File: config.mk
export PLATFORM = sky130hd
export DESIGN_NAME = s_expression_tokenizer_top
export DESIGN_NICKNAME = d
export VERILOG_FILES = /design/src/rtl/stok_pkg.sv /design/src/rtl/stok_front.sv /design/src/rtl/stok_queue.sv /design/src/rtl/s_expression_tokenizer_top.sv
export SDC_FILE = /design/constraint.sdc
export NUM_CORES = 1
export LEC_CHECK = 0
export BUFFER_PORTS_ARGS = -buffer_cell sky130_fd_sc_hd__buf_2
export CORE_MARGIN = 4
export CORE_UTILIZATION = 60
export DETAILED_ROUTE_END_ITERATION = 6
export GPL_TIMING_DRIVEN = 0
export PLACE_DENSITY = 0.78
export SYNTH_ARGS = -nofsm -noshare
export SYNTH_HDL_FRONTEND = slang
export SYNTH_SLANG_ARGS = --single-unit
export TNS_END_PERCENT = 20
File: constraint.sdc
create_clock -name clk_i -period 12.7 [get_ports clk_i]
set_input_delay 1.27 -clock clk_i [delete_from_list [all_inputs] [get_ports clk_i]]
set_output_delay 1.27 -clock clk_i [all_outputs]
set_load 0.1 [all_outputs]
File: src/rtl/stok_pkg.sv
`timescale 1ns / 1ps

package stok_pkg;

  localparam int unsigned BUFFER_BYTES = 65536;
  localparam int unsigned POS_W        = $clog2(BUFFER_BYTES) + 1;

  localparam int unsigned OFS_W = 16;
  localparam int unsigned LEN_W = 17;
  localparam int unsigned RC_W  = 16;

  localparam int unsigned QDEPTH = 4;
  localparam int unsigned QPTR_W = $clog2(QDEPTH);
  localparam int unsigned QCNT_W = $clog2(QDEPTH) + 1;

  typedef enum logic [3:0] {
    KIND_LPAREN   = 4'd0,
    KIND_RPAREN   = 4'd1,
    KIND_LBRACKET = 4'd2,
    KIND_RBRACKET = 4'd3,
    KIND_LBRACE   = 4'd4,
    KIND_RBRACE   = 4'd5,
    KIND_QUOTE    = 4'd6,
    KIND_STRING   = 4'd7,
    KIND_UNCLOSED = 4'd8,
    KIND_INT      = 4'd9,
    KIND_FLOAT    = 4'd10,
    KIND_IDENT    = 4'd11
  } kind_e;

  typedef struct packed {
    kind_e             kind;
    logic [OFS_W-1:0]  start;
    logic [LEN_W-1:0]  len;
    logic [RC_W-1:0]   row;
    logic [RC_W-1:0]   col;
    logic              last;
  } tok_t;

  typedef struct packed {
    logic [1:0] num;
    tok_t       tok0;
    tok_t       tok1;
  } tok_pair_t;

endpackage

File: src/rtl/stok_front.sv
`timescale 1ns / 1ps

module stok_front (
  input  logic                clk_i,
  input  logic                rst_ni,
  input  logic                accept_i,
  input  logic [7:0]          char_byte_i,
  input  logic                buffer_end_i,
  output stok_pkg::tok_pair_t pair_o
);

  typedef enum logic [6:0] {
    MODE_IDLE    = 7'b0000001,
    MODE_COMMENT = 7'b0000010,
    MODE_STRING  = 7'b0000100,
    MODE_INT     = 7'b0001000,
    MODE_FLOAT   = 7'b0010000,
    MODE_IDENT   = 7'b0100000,
    MODE_HALT    = 7'b1000000
  } mode_e;

  localparam logic [7:0] CH_NUL   = 8'h00;
  localparam logic [7:0] CH_TAB   = 8'h09;
  localparam logic [7:0] CH_NL    = 8'h0A;
  localparam logic [7:0] CH_CR    = 8'h0D;
  localparam logic [7:0] CH_SPACE = 8'h20;
  localparam logic [7:0] CH_DQUOT = 8'h22;
  localparam logic [7:0] CH_SQUOT = 8'h27;
  localparam logic [7:0] CH_LPAR  = 8'h28;
  localparam logic [7:0] CH_RPAR  = 8'h29;
  localparam logic [7:0] CH_DOT   = 8'h2E;
  localparam logic [7:0] CH_ZERO  = 8'h30;
  localparam logic [7:0] CH_NINE  = 8'h39;
  localparam logic [7:0] CH_SEMI  = 8'h3B;
  localparam logic [7:0] CH_LBRK  = 8'h5B;
  localparam logic [7:0] CH_RBRK  = 8'h5D;
  localparam logic [7:0] CH_LBRC  = 8'h7B;
  localparam logic [7:0] CH_RBRC  = 8'h7D;

  localparam int unsigned POS_W = stok_pkg::POS_W;
  localparam int unsigned RC_W  = stok_pkg::RC_W;
  localparam logic [POS_W-1:0] POS_LAST = POS_W'(stok_pkg::BUFFER_BYTES - 1);
  localparam logic [RC_W-1:0]  RC_ONE   = RC_W'(1);

  function automatic logic [RC_W-1:0] sat_add(input logic [RC_W-1:0] a,
                                              input logic [2:0] b);
    logic [RC_W:0] s;
    s = {1'b0, a} + (RC_W+1)'(b);
    return s[RC_W] ? {RC_W{1'b1}} : s[RC_W-1:0];
  endfunction

  function automatic logic is_digit(input logic [7:0] c);
    return (c >= CH_ZERO) && (c <= CH_NINE);
  endfunction

  function automatic logic ends_ident(input logic [7:0] c);
    return (c == CH_SPACE) || ((c >= CH_TAB) && (c <= CH_CR)) ||
           (c == CH_LPAR) || (c == CH_RPAR);
  endfunction

  mode_e            mode_q, mode_d;
  logic [POS_W-1:0] pos_q, pos_d;
  logic [POS_W-1:0] ts_q, ts_d;
  logic [RC_W-1:0]  tr_q, tr_d, tc_q, tc_d, cr_q, cr_d, cc_q, cc_d;

  logic             last;
  logic             reex;
  logic [POS_W-1:0] endp;
  logic [POS_W-1:0] ustart;
  logic             a_v, b_v, c_v;
  stok_pkg::tok_t   tok_a, tok_b, tok_c;

  always_comb begin
    mode_d = mode_q;
    ts_d   = ts_q;
    tr_d   = tr_q;
    tc_d   = tc_q;
    cr_d   = cr_q;
    cc_d   = cc_q;
    pos_d  = pos_q;
    reex   = 1'b0;
    a_v    = 1'b0;
    b_v    = 1'b0;
    c_v    = 1'b0;
    last   = buffer_end_i || (pos_q == POS_LAST);
    endp   = pos_q + POS_W'(1);
    ustart = '0;

    tok_a       = '0;
    tok_a.start = stok_pkg::OFS_W'(ts_q);
    tok_a.len   = stok_pkg::LEN_W'(pos_q - ts_q);
    tok_a.row   = tr_q;
    tok_a.col   = tc_q;
    tok_a.kind  = stok_pkg::KIND_IDENT;
    tok_b       = '0;
    tok_b.kind  = stok_pkg::KIND_LPAREN;
    tok_c       = '0;
    tok_c.kind  = stok_pkg::KIND_IDENT;

    case (mode_q)
      MODE_INT: begin
        if (is_digit(char_byte_i)) begin
          cc_d = sat_add(cc_q, 3'd1);
        end else if (char_byte_i == CH_DOT) begin
          mode_d = MODE_FLOAT;
          cc_d   = sat_add(cc_q, 3'd1);
        end else begin
          a_v        = 1'b1;
          tok_a.kind = stok_pkg::KIND_INT;
          reex       = 1'b1;
        end
      end
      MODE_FLOAT: begin
        if (is_digit(char_byte_i)) begin
          cc_d = sat_add(cc_q, 3'd1);
        end else begin
          a_v        = 1'b1;
          tok_a.kind = stok_pkg::KIND_FLOAT;
          reex       = 1'b1;
        end
      end
      MODE_IDENT: begin
        if (!ends_ident(char_byte_i)) begin
          cc_d = sat_add(cc_q, 3'd1);
        end else begin
          a_v        = 1'b1;
          tok_a.kind = stok_pkg::KIND_IDENT;
          reex       = 1'b1;
        end
      end
      MODE_STRING: begin
        if (char_byte_i == CH_DQUOT) begin
          a_v        = 1'b1;
          tok_a.kind = stok_pkg::KIND_STRING;
          mode_d     = MODE_IDLE;
        end
        cc_d = sat_add(cc_q, 3'd1);
      end
      MODE_COMMENT: begin
        if (char_byte_i == CH_NL) begin
          reex = 1'b1;
        end else begin
          cc_d = sat_add(cc_q, 3'd1);
        end
      end
      MODE_HALT: begin
      end
      default: begin
        reex = 1'b1;
      end
    endcase

    // byte seen between tokens
    if (reex) begin
      mode_d      = MODE_IDLE;
      tok_b.start = stok_pkg::OFS_W'(pos_q);
      tok_b.len   = stok_pkg::LEN_W'(1);
      tok_b.row   = cr_q;
      tok_b.col   = cc_q;
      case (char_byte_i)
        CH_SPACE: cc_d = sat_add(cc_q, 3'd1);
        CH_TAB:   cc_d = sat_add(cc_q, 3'd4);
        CH_NL: begin
          cr_d = sat_add(cr_q, 3'd1);
          cc_d = RC_ONE;
        end
        CH_LPAR: begin
          b_v        = 1'b1;
          tok_b.kind = stok_pkg::KIND_LPAREN;
        end
        CH_RPAR: begin
          b_v        = 1'b1;
          tok_b.kind = stok_pkg::KIND_RPAREN;
        end
        CH_LBRK: begin
          b_v        = 1'b1;
          tok_b.kind = stok_pkg::KIND_LBRACKET;
        end
        CH_RBRK: begin
          b_v        = 1'b1;
          tok_b.kind = stok_pkg::KIND_RBRACKET;
        end
        CH_LBRC: begin
          b_v        = 1'b1;
          tok_b.kind = stok_pkg::KIND_LBRACE;
        end
        CH_RBRC: begin
          b_v        = 1'b1;
          tok_b.kind = stok_pkg::KIND_RBRACE;
        end
        CH_SQUOT: begin
          b_v        = 1'b1;
          tok_b.kind = stok_pkg::KIND_QUOTE;
        end
        CH_DQUOT: begin
          mode_d = MODE_STRING;
          ts_d   = endp;
          tr_d   = cr_q;
          tc_d   = cc_q;
          cc_d   = sat_add(cc_q, 3'd1);
        end
        CH_SEMI: begin
          mode_d = MODE_COMMENT;
          cc_d   = sat_add(cc_q, 3'd1);
        end
        CH_NUL: mode_d = MODE_HALT;
        default: begin
          mode_d = is_digit(char_byte_i) ? MODE_INT : MODE_IDENT;
          ts_d   = pos_q;
          tr_d   = cr_q;
          tc_d   = cc_q;
          cc_d   = sat_add(cc_q, 3'd1);
        end
      endcase
      if (b_v) begin
        cc_d = sat_add(cc_q, 3'd1);
      end
    end

    // flush at end of buffer
    ustart      = ts_d - POS_W'(1);
    tok_c.start = stok_pkg::OFS_W'(ts_d);
    tok_c.len   = stok_pkg::LEN_W'(endp - ts_d);
    tok_c.row   = tr_d;
    tok_c.col   = tc_d;
    if (last) begin
      case (mode_d)
        MODE_INT: begin
          c_v        = 1'b1;
          tok_c.kind = stok_pkg::KIND_INT;
        end
        MODE_FLOAT: begin
          c_v        = 1'b1;
          tok_c.kind = stok_pkg::KIND_FLOAT;
        end
        MODE_IDENT: begin
          c_v        = 1'b1;
          tok_c.kind = stok_pkg::KIND_IDENT;
        end
        MODE_STRING: begin
          c_v         = 1'b1;
          tok_c.kind  = stok_pkg::KIND_UNCLOSED;
          tok_c.start = stok_pkg::OFS_W'(ustart);
          tok_c.len   = stok_pkg::LEN_W'(endp - ustart);
        end
        default: c_v = 1'b0;
      endcase
      mode_d = MODE_IDLE;
      pos_d  = '0;
      ts_d   = '0;
      tr_d   = RC_ONE;
      tc_d   = RC_ONE;
      cr_d   = RC_ONE;
      cc_d   = RC_ONE;
    end else begin
      pos_d = endp;
    end
  end

  always_comb begin
    pair_o.num       = accept_i ? (2'(a_v) + 2'(b_v) + 2'(c_v)) : 2'd0;
    pair_o.tok0      = a_v ? tok_a : (b_v ? tok_b : tok_c);
    pair_o.tok1      = a_v ? (b_v ? tok_b : tok_c) : tok_c;
    pair_o.tok0.last = (2'(a_v) + 2'(b_v) + 2'(c_v)) == 2'd1;
    pair_o.tok1.last = 1'b1;
  end

  always_ff @(posedge clk_i or negedge rst_ni) begin
    if (!rst_ni) begin
      mode_q <= MODE_IDLE;
      pos_q  <= '0;
      ts_q   <= '0;
      tr_q   <= RC_ONE;
      tc_q   <= RC_ONE;
      cr_q   <= RC_ONE;
      cc_q   <= RC_ONE;
    end else if (accept_i) begin
      mode_q <= mode_d;
      pos_q  <= pos_d;
      ts_q   <= ts_d;
      tr_q   <= tr_d;
      tc_q   <= tc_d;
      cr_q   <= cr_d;
      cc_q   <= cc_d;
    end
  end

endmodule

File: src/rtl/stok_queue.sv
`timescale 1ns / 1ps

module stok_queue (
  input  logic                clk_i,
  input  logic                rst_ni,
  input  stok_pkg::tok_pair_t pair_i,
  output logic                room_o,
  output logic                out_valid_o,
  input  logic                out_stall_i,
  output stok_pkg::tok_t      out_tok_o
);

  localparam int unsigned QDEPTH = stok_pkg::QDEPTH;
  localparam int unsigned QPTR_W = stok_pkg::QPTR_W;
  localparam int unsigned QCNT_W = stok_pkg::QCNT_W;

  stok_pkg::tok_t    mem_q [QDEPTH];
  logic [QPTR_W-1:0] wp_q, wp_d, rp_q, rp_d;
  logic [QCNT_W-1:0] cnt_q, cnt_d;
  logic              pop;

  assign pop         = (cnt_q != '0) && !out_stall_i;
  assign out_valid_o = (cnt_q != '0);
  assign out_tok_o   = mem_q[rp_q];
  assign room_o      = cnt_q <= QCNT_W'(QDEPTH - 2);

  always_comb begin
    wp_d  = wp_q + QPTR_W'(pair_i.num);
    rp_d  = rp_q + QPTR_W'(pop);
    cnt_d = cnt_q + QCNT_W'(pair_i.num) - QCNT_W'(pop);
  end

  always_ff @(posedge clk_i) begin
    if (pair_i.num != 2'd0) begin
      mem_q[wp_q] <= pair_i.tok0;
    end
    if (pair_i.num == 2'd2) begin
      mem_q[QPTR_W'(wp_q + QPTR_W'(1))] <= pair_i.tok1;
    end
  end

  always_ff @(posedge clk_i or negedge rst_ni) begin
    if (!rst_ni) begin
      wp_q  <= '0;
      rp_q  <= '0;
      cnt_q <= '0;
    end else begin
      wp_q  <= wp_d;
      rp_q  <= rp_d;
      cnt_q <= cnt_d;
    end
  end

endmodule

File: src/rtl/s_expression_tokenizer_top.sv
`timescale 1ns / 1ps

// Streaming lexer for a Lisp-style language. One source byte is taken per cycle
// when in_stall_o is low; a token enters the queue as the byte completing it is
// accepted. A byte causes at most two tokens, which go into a four-entry queue
// drained at one token per cycle while out_stall_i is low. The input stalls while
// fewer than two queue entries are free, so a sustained rate of one byte per cycle
// holds as long as the output is not stalled. last_of_run marks the final token
// caused by one byte. State resets after a buffer_end byte or offset 65535.

module s_expression_tokenizer_top (
  input  logic        clk_i,
  input  logic        rst_ni,
  input  logic        in_valid_i,
  output logic        in_stall_o,
  input  logic [7:0]  char_byte_i,
  input  logic        buffer_end_i,
  output logic        out_valid_o,
  input  logic        out_stall_i,
  output logic [3:0]  token_kind_o,
  output logic [15:0] start_offset_o,
  output logic [16:0] value_length_o,
  output logic [15:0] line_number_o,
  output logic [15:0] column_number_o,
  output logic        last_of_run_o
);

  stok_pkg::tok_pair_t pair;
  stok_pkg::tok_t      out_tok;
  logic                room;
  logic                accept;

  assign in_stall_o = !room;
  assign accept     = in_valid_i && room;

  stok_front u_front (
    .clk_i        (clk_i),
    .rst_ni       (rst_ni),
    .accept_i     (accept),
    .char_byte_i  (char_byte_i),
    .buffer_end_i (buffer_end_i),
    .pair_o       (pair)
  );

  stok_queue u_queue (
    .clk_i       (clk_i),
    .rst_ni      (rst_ni),
    .pair_i      (pair),
    .room_o      (room),
    .out_valid_o (out_valid_o),
    .out_stall_i (out_stall_i),
    .out_tok_o   (out_tok)
  );

  assign token_kind_o    = out_tok.kind;
  assign start_offset_o  = out_tok.start;
  assign value_length_o  = out_tok.len;
  assign line_number_o   = out_tok.row;
  assign column_number_o = out_tok.col;
  assign last_of_run_o   = out_tok.last;

endmodule

# Word level (Yosys, flattened, before mapping)
# Memory sizes are Yosys's and may differ from the RTL's.
# Index checks and enable logic that the tools add are counted.
[word_totals] regBits=112 mem_count=1 input_bits=13 latchBits=0 rom_bits=0 ramBits=280 out_inout_bits=72
[classes] n_mux=65 n_eq_ne=26 mul=0 shift=0 bitwise_logic=0 n_reduce_logical=22 n_lt_le_gt_ge=5 n_div=0 add_sub_neg=15
[mem_list] name="u_queue.mem_q" words=4 width=70 rd=1 rd_ports_with_merged_regs=0 wr=2 line_no="stok_queue.sv:17" text="stok_pkg::tok_t mem_q [QDEPTH];"
[op_table] operator="2-to-1 mux 16 bit" count=20
[op_table] operator="2-to-1 mux 70 bit" count=3
[op_table] operator="case mux 16 bit (5 select lines)" count=1
[op_table] operator="2-to-1 mux 69 bit" count=1
[op_table] operator="equality test 8 x 6 -> 1 bit, second input constant" count=7
[op_table] operator="2-to-1 mux 17 bit" count=3
[op_table] operator="subtractor 17 bit" count=3
[op_table] operator="case mux 16 bit (3 select lines)" count=1
[op_table] operator="2-to-1 mux 37 bit" count=1
[op_table] operator="2-to-1 mux 7 bit" count=5
[op_table] operator="adder 16 x 1 -> 17 bit, second input constant" count=2
[op_table] operator="case mux 17 bit (2 select lines)" count=1
[op_table] operator="2-to-1 mux 33 bit" count=1
[op_table] operator="equality test 8 x 7 -> 1 bit, second input constant" count=4
[op_table] operator="case mux 7 bit (4 select lines)" count=1
[op_table] operator="case mux 3 bit (6 select lines)" count=1
[op_table] operator="adder 16 x 3 -> 17 bit, second input constant" count=1
[op_table] operator="adder 17 x 1 -> 17 bit, second input constant" count=1
[op_table] operator="equality test 17 x 16 -> 1 bit, second input constant" count=1
[op_table] operator="subtractor 17 x 1 -> 17 bit, second input constant" count=1
[op_table] operator="equality test 8 x 4 -> 1 bit, second input constant" count=2
[op_table] operator="2-to-1 mux 1 bit" count=16
[op_table] operator="equality test 7 x 3 -> 1 bit, second input constant" count=2
[op_table] operator="equality test 7 x 4 -> 1 bit, second input constant" count=2
[op_table] operator="38 further kinds" count=52

# Longest topological paths before layout
[depth] ltp_word=17 mapped_depth=27

# Hierarchy
# Synthesis repeated with hierarchy kept, for this count alone.
[unflattened] hier_cells=2271 area_unflattened_um2=25862.3
[modules_own_cells] module="stok_queue" instances=1 area_each_um2=14113.5 cells_per_inst=719
[modules_own_cells] module="stok_front" instances=1 area_each_um2=11738.8 cells_per_inst=1550
[modules_own_cells] module="s_expression_tokenizer_top" instances=1 area_each_um2=10.0 cells_per_inst=2

# Least setup slack after synthesis
# Ideal clock, no wire load.
[synth_path] path_kind="input-to-reg" from="input char_byte_i[4]" to="memory u_queue.mem_q[1][14] (netlist bit), data pin" path_stages=19 setup_slack_ns=5.010 arrival_ns=7.558 n_path_buf=4 required_time_ns=12.568 path_cell_list="or4b_1 buf_2 or4_4 a31oi_4 nand3_4 o21ai_2 buf_2 buf_1 o21ai_0 o31ai_1 fa_1 a21oi_1 nand2_1 or2_2 nand2_1 a21oi_1 o22ai_1 clkbuf_1 a22o_1"
[synth_rtl] element="start, declared" line_no="s_expression_tokenizer_top.sv:16" text="input logic [7:0] char_byte_i,"
[synth_rtl] element="end, declared" line_no="stok_queue.sv:17"

==> impl_metrics.ini <==
[yosys]
avgSynthCellArea_um2 = 10.6
syn_nets = 2307
synth.cell_area_um2 = 23800
ys_seq_area_share_pct = 47.0
yosysUniqueCellTypes = 104
ys_ff_latch = 392
synth_edf_count = 276
synth-async-reset-ratio_pct = 28.6
ys.flop_type = edfxtp_1
yosysWarnings = 0
netlist_instances = 2234

[die]
pin_count = 85
num_rows = 72
die_w_um = 207
fp.dieH_um = 207
dieArea_um2 = 42900
core_um2 = 38900
start_util_pct = 61.1

[placed_design]
post-dp-hpwl_um = 57000
dpl_cell_area_um2 = 25000
gp_congestion = 1.01
preCtsSetupSlack_ns = 4.16
portBuffers = 84

[clocking]
cts_max_level = 2
cts.clk_slew.worst_paths_ns = 0.06
cts_setup_buffers = 0
cts_hold_buf = 0
cts_inserted_buffers = 40
cts_tree = built
clk_latency_ns = 0.55
clockBufferDepth = 3
cts-root-buf = clkbuf_16
post_cts_resized = 0
clock-sinks = 392

[timing]
tightestPinTransition_ns = 1.28
fin_hold_ws_ns = 0.467
slew-limit-headroom_pct = 14.2
final-hold-violation-count = 0
rsz0062_at_grt = no
fmax_ghz = 0.122
fin_crit_sh_pct = 64.5
slew_violations = 0
fin_ws_ns = 4.51
layout_min_cycle_time_ns = 8.19
tns_ns = 0
skew_ns = 0.0210
setup_viol = 0

[global_routing]
antenna_found_initial = 0
grt_first_pass_wirelength_um = 119000
grt_start_max_net_pins = 77
grt_usage_pct = 35.3
grt-ovfl-total = 0
grt_pass1_vias = 19616

[cells_and_area]
mostFrequentLayoutCell = edfxtp_1
diodes = 0
final_cell_mix = edfxtp_1 (276), a22o_1 (205), nand2_1 (186)
syn_to_final_growth_pct = 10.4
drive_gt1_share_pct = 12.1
fin_nets = 2438
final_design_area_no_fill_um2 = 26200

[detailed_routing]
dr.first_iter.drc_count = 3042
vias = 20934
avgViaCountPerCell = 7.19
wl_um = 79700
wl_per_cell_um = 27.4
drc = 0
dr.pass1.iters = 6
ant_nets = 0

[worst_hold_path]
hold_class = reg -> reg

[run]
drv_cap = 0

[worst_setup_path]
required_ns = 13.11
critPathKind = in -> reg
crit_family = buffers and inverters
critical_path_arrival_ns = 8.61
cp_common_cell = clkbuf_1
critical_path.cell_chain = buf_2 > clkbuf_1 > o21ai_0 > a2111oi_2 > a31oi_4 > and2_1 > buf_6 > nand2_4 > and2_1 > clkbuf_1 > clkinv_1 > clkbuf_1 > fa_1 > nor2_1 > nor2_1 > nor3_1 > o21ai_0 > a21oi_1 > clkbuf_1 > a22o_1
crit_fanout = 10
crit_buf_inv = 7
setup.worst_path.end_class = register
worst_path_largest_cell_delay_ns = 0.98
critPathLaunchType = input pin
cp_slowest_cell = nor3_1

[power_and_ir_drop]
power_leakage_uw = 0.00956
vdd_drop_max_v = 0.000188
power_per_cell_area_nw_per_um2 = 234

[outcome]
status = finished, final reports clean
==> power breakdown <==
| part | switching, uW | leakage, uW | internal (uW) |
|---|---|---|---|
| registers | 76.8 | 0.00408 | 1490 |
| clock network | 508 | 0.000590 | 620 |
| logic | 2520 | 0.00490 | 912 |
==> cells by family after synthesis <==
family | share of synthesized area [%]
buffers and inverters | 4.38
and+or+nand+nor | 10.9
AOI/OAI and AO/OA | 23.3
DFF | 47.0
xor gates and xnor gates | 3.90
muxes | 7.20
adders and majority gates | 3.31
==> synth_stat cells (12+ instances only) <==
master    instances  area share (%)
xnor2_1          66             2.4
o22ai_1         133             3.5
o211ai_1         16            0.51
o31ai_1          14            0.44
buf_1            20            0.32
a22o_1          205             7.5
nand3_1          57             1.2
a21o_1           18            0.57
and3_1           25            0.66
inv_1            75             1.2
clkbuf_1        155             2.4
edfxtp_1        276              35
a21oi_1         114             2.4
and2_1           12            0.32
xor2_1           40             1.5
ha_1             55             2.9
mux4_2           70             6.6
nor3_1           32            0.67
nand2_1         190             3.0
a31oi_1          22            0.58
buf_2            12            0.25
o21ai_0         148             3.1
dfrtp_1         107              11
nor2_1          126             2.0
==> flip-flops by register name, indices dropped and copies added, names as in the netlist, 7 cells and up <==
name	count
u_front.tc_q	16
u_front.mode_q	7
u_front.tr_q	16
u_front.ts_q	17
u_front.cr_q	16
u_queue.mem_q	280
u_front.pos_q	17
u_front.cc_q	16
==> routing by layer <==
layer,GRT usage [%],wire length (um),vias to the layer above
met3,8.91,10600,262
met2,53.8,35500,1630
met4,11.8,3060,0
met1,50.2,30500,10131
li1,-,-,8911
met5,0,0,-
==> through the flow <==
step           cells  utilization [%]  power [uW]
6_report        2912             67.4        6130
5_1_grt         2912             67.4        6330
4_1_cts         2912             67.4        6050
3_5_place_dp    2841             64.3        4940
3_3_place_gp    2836             63.9        4880
2_1_floorplan   2234                -        4130
==> final cells by class <==
type                       instances  area [um^2]
buffer                           191          752
clock buffer                      49         1070
clock inverter                    22          150
fill                            2888        12700
inverter                          77          289
multi-input combinational       1574        11600
sequential                       392        11200
tap                              518          648
timing repair buffer              89          564
==> final timing paths <==
kind,slack (ns),cells after the start,from,to
max in group asynchronous,11.27,2,rst_ni,u_front.cr_q[0]$_DFFE_PN1P_
setup reg to reg,5.06,19,u_front.mode_q[3]$_DFFE_PN0P_,u_queue.mem_q[0][20]$_DFFE_PP_
setup / recovery,4.51,20,char_byte_i[3],u_queue.mem_q[0][20]$_DFFE_PP_
hold reg to reg,0.47,1,u_queue.mem_q[2][0]$_SDFFE_PP1P_,u_queue.mem_q[2][0]$_SDFFE_PP1P_
min in group asynchronous,0.63,1,rst_ni,u_front.pos_q[14]$_DFFE_PN0P_
hold / removal,0.47,1,u_queue.mem_q[2][0]$_SDFFE_PP1P_,u_queue.mem_q[2][0]$_SDFFE_PP1P_
Power figures use the tool's default switching activity.
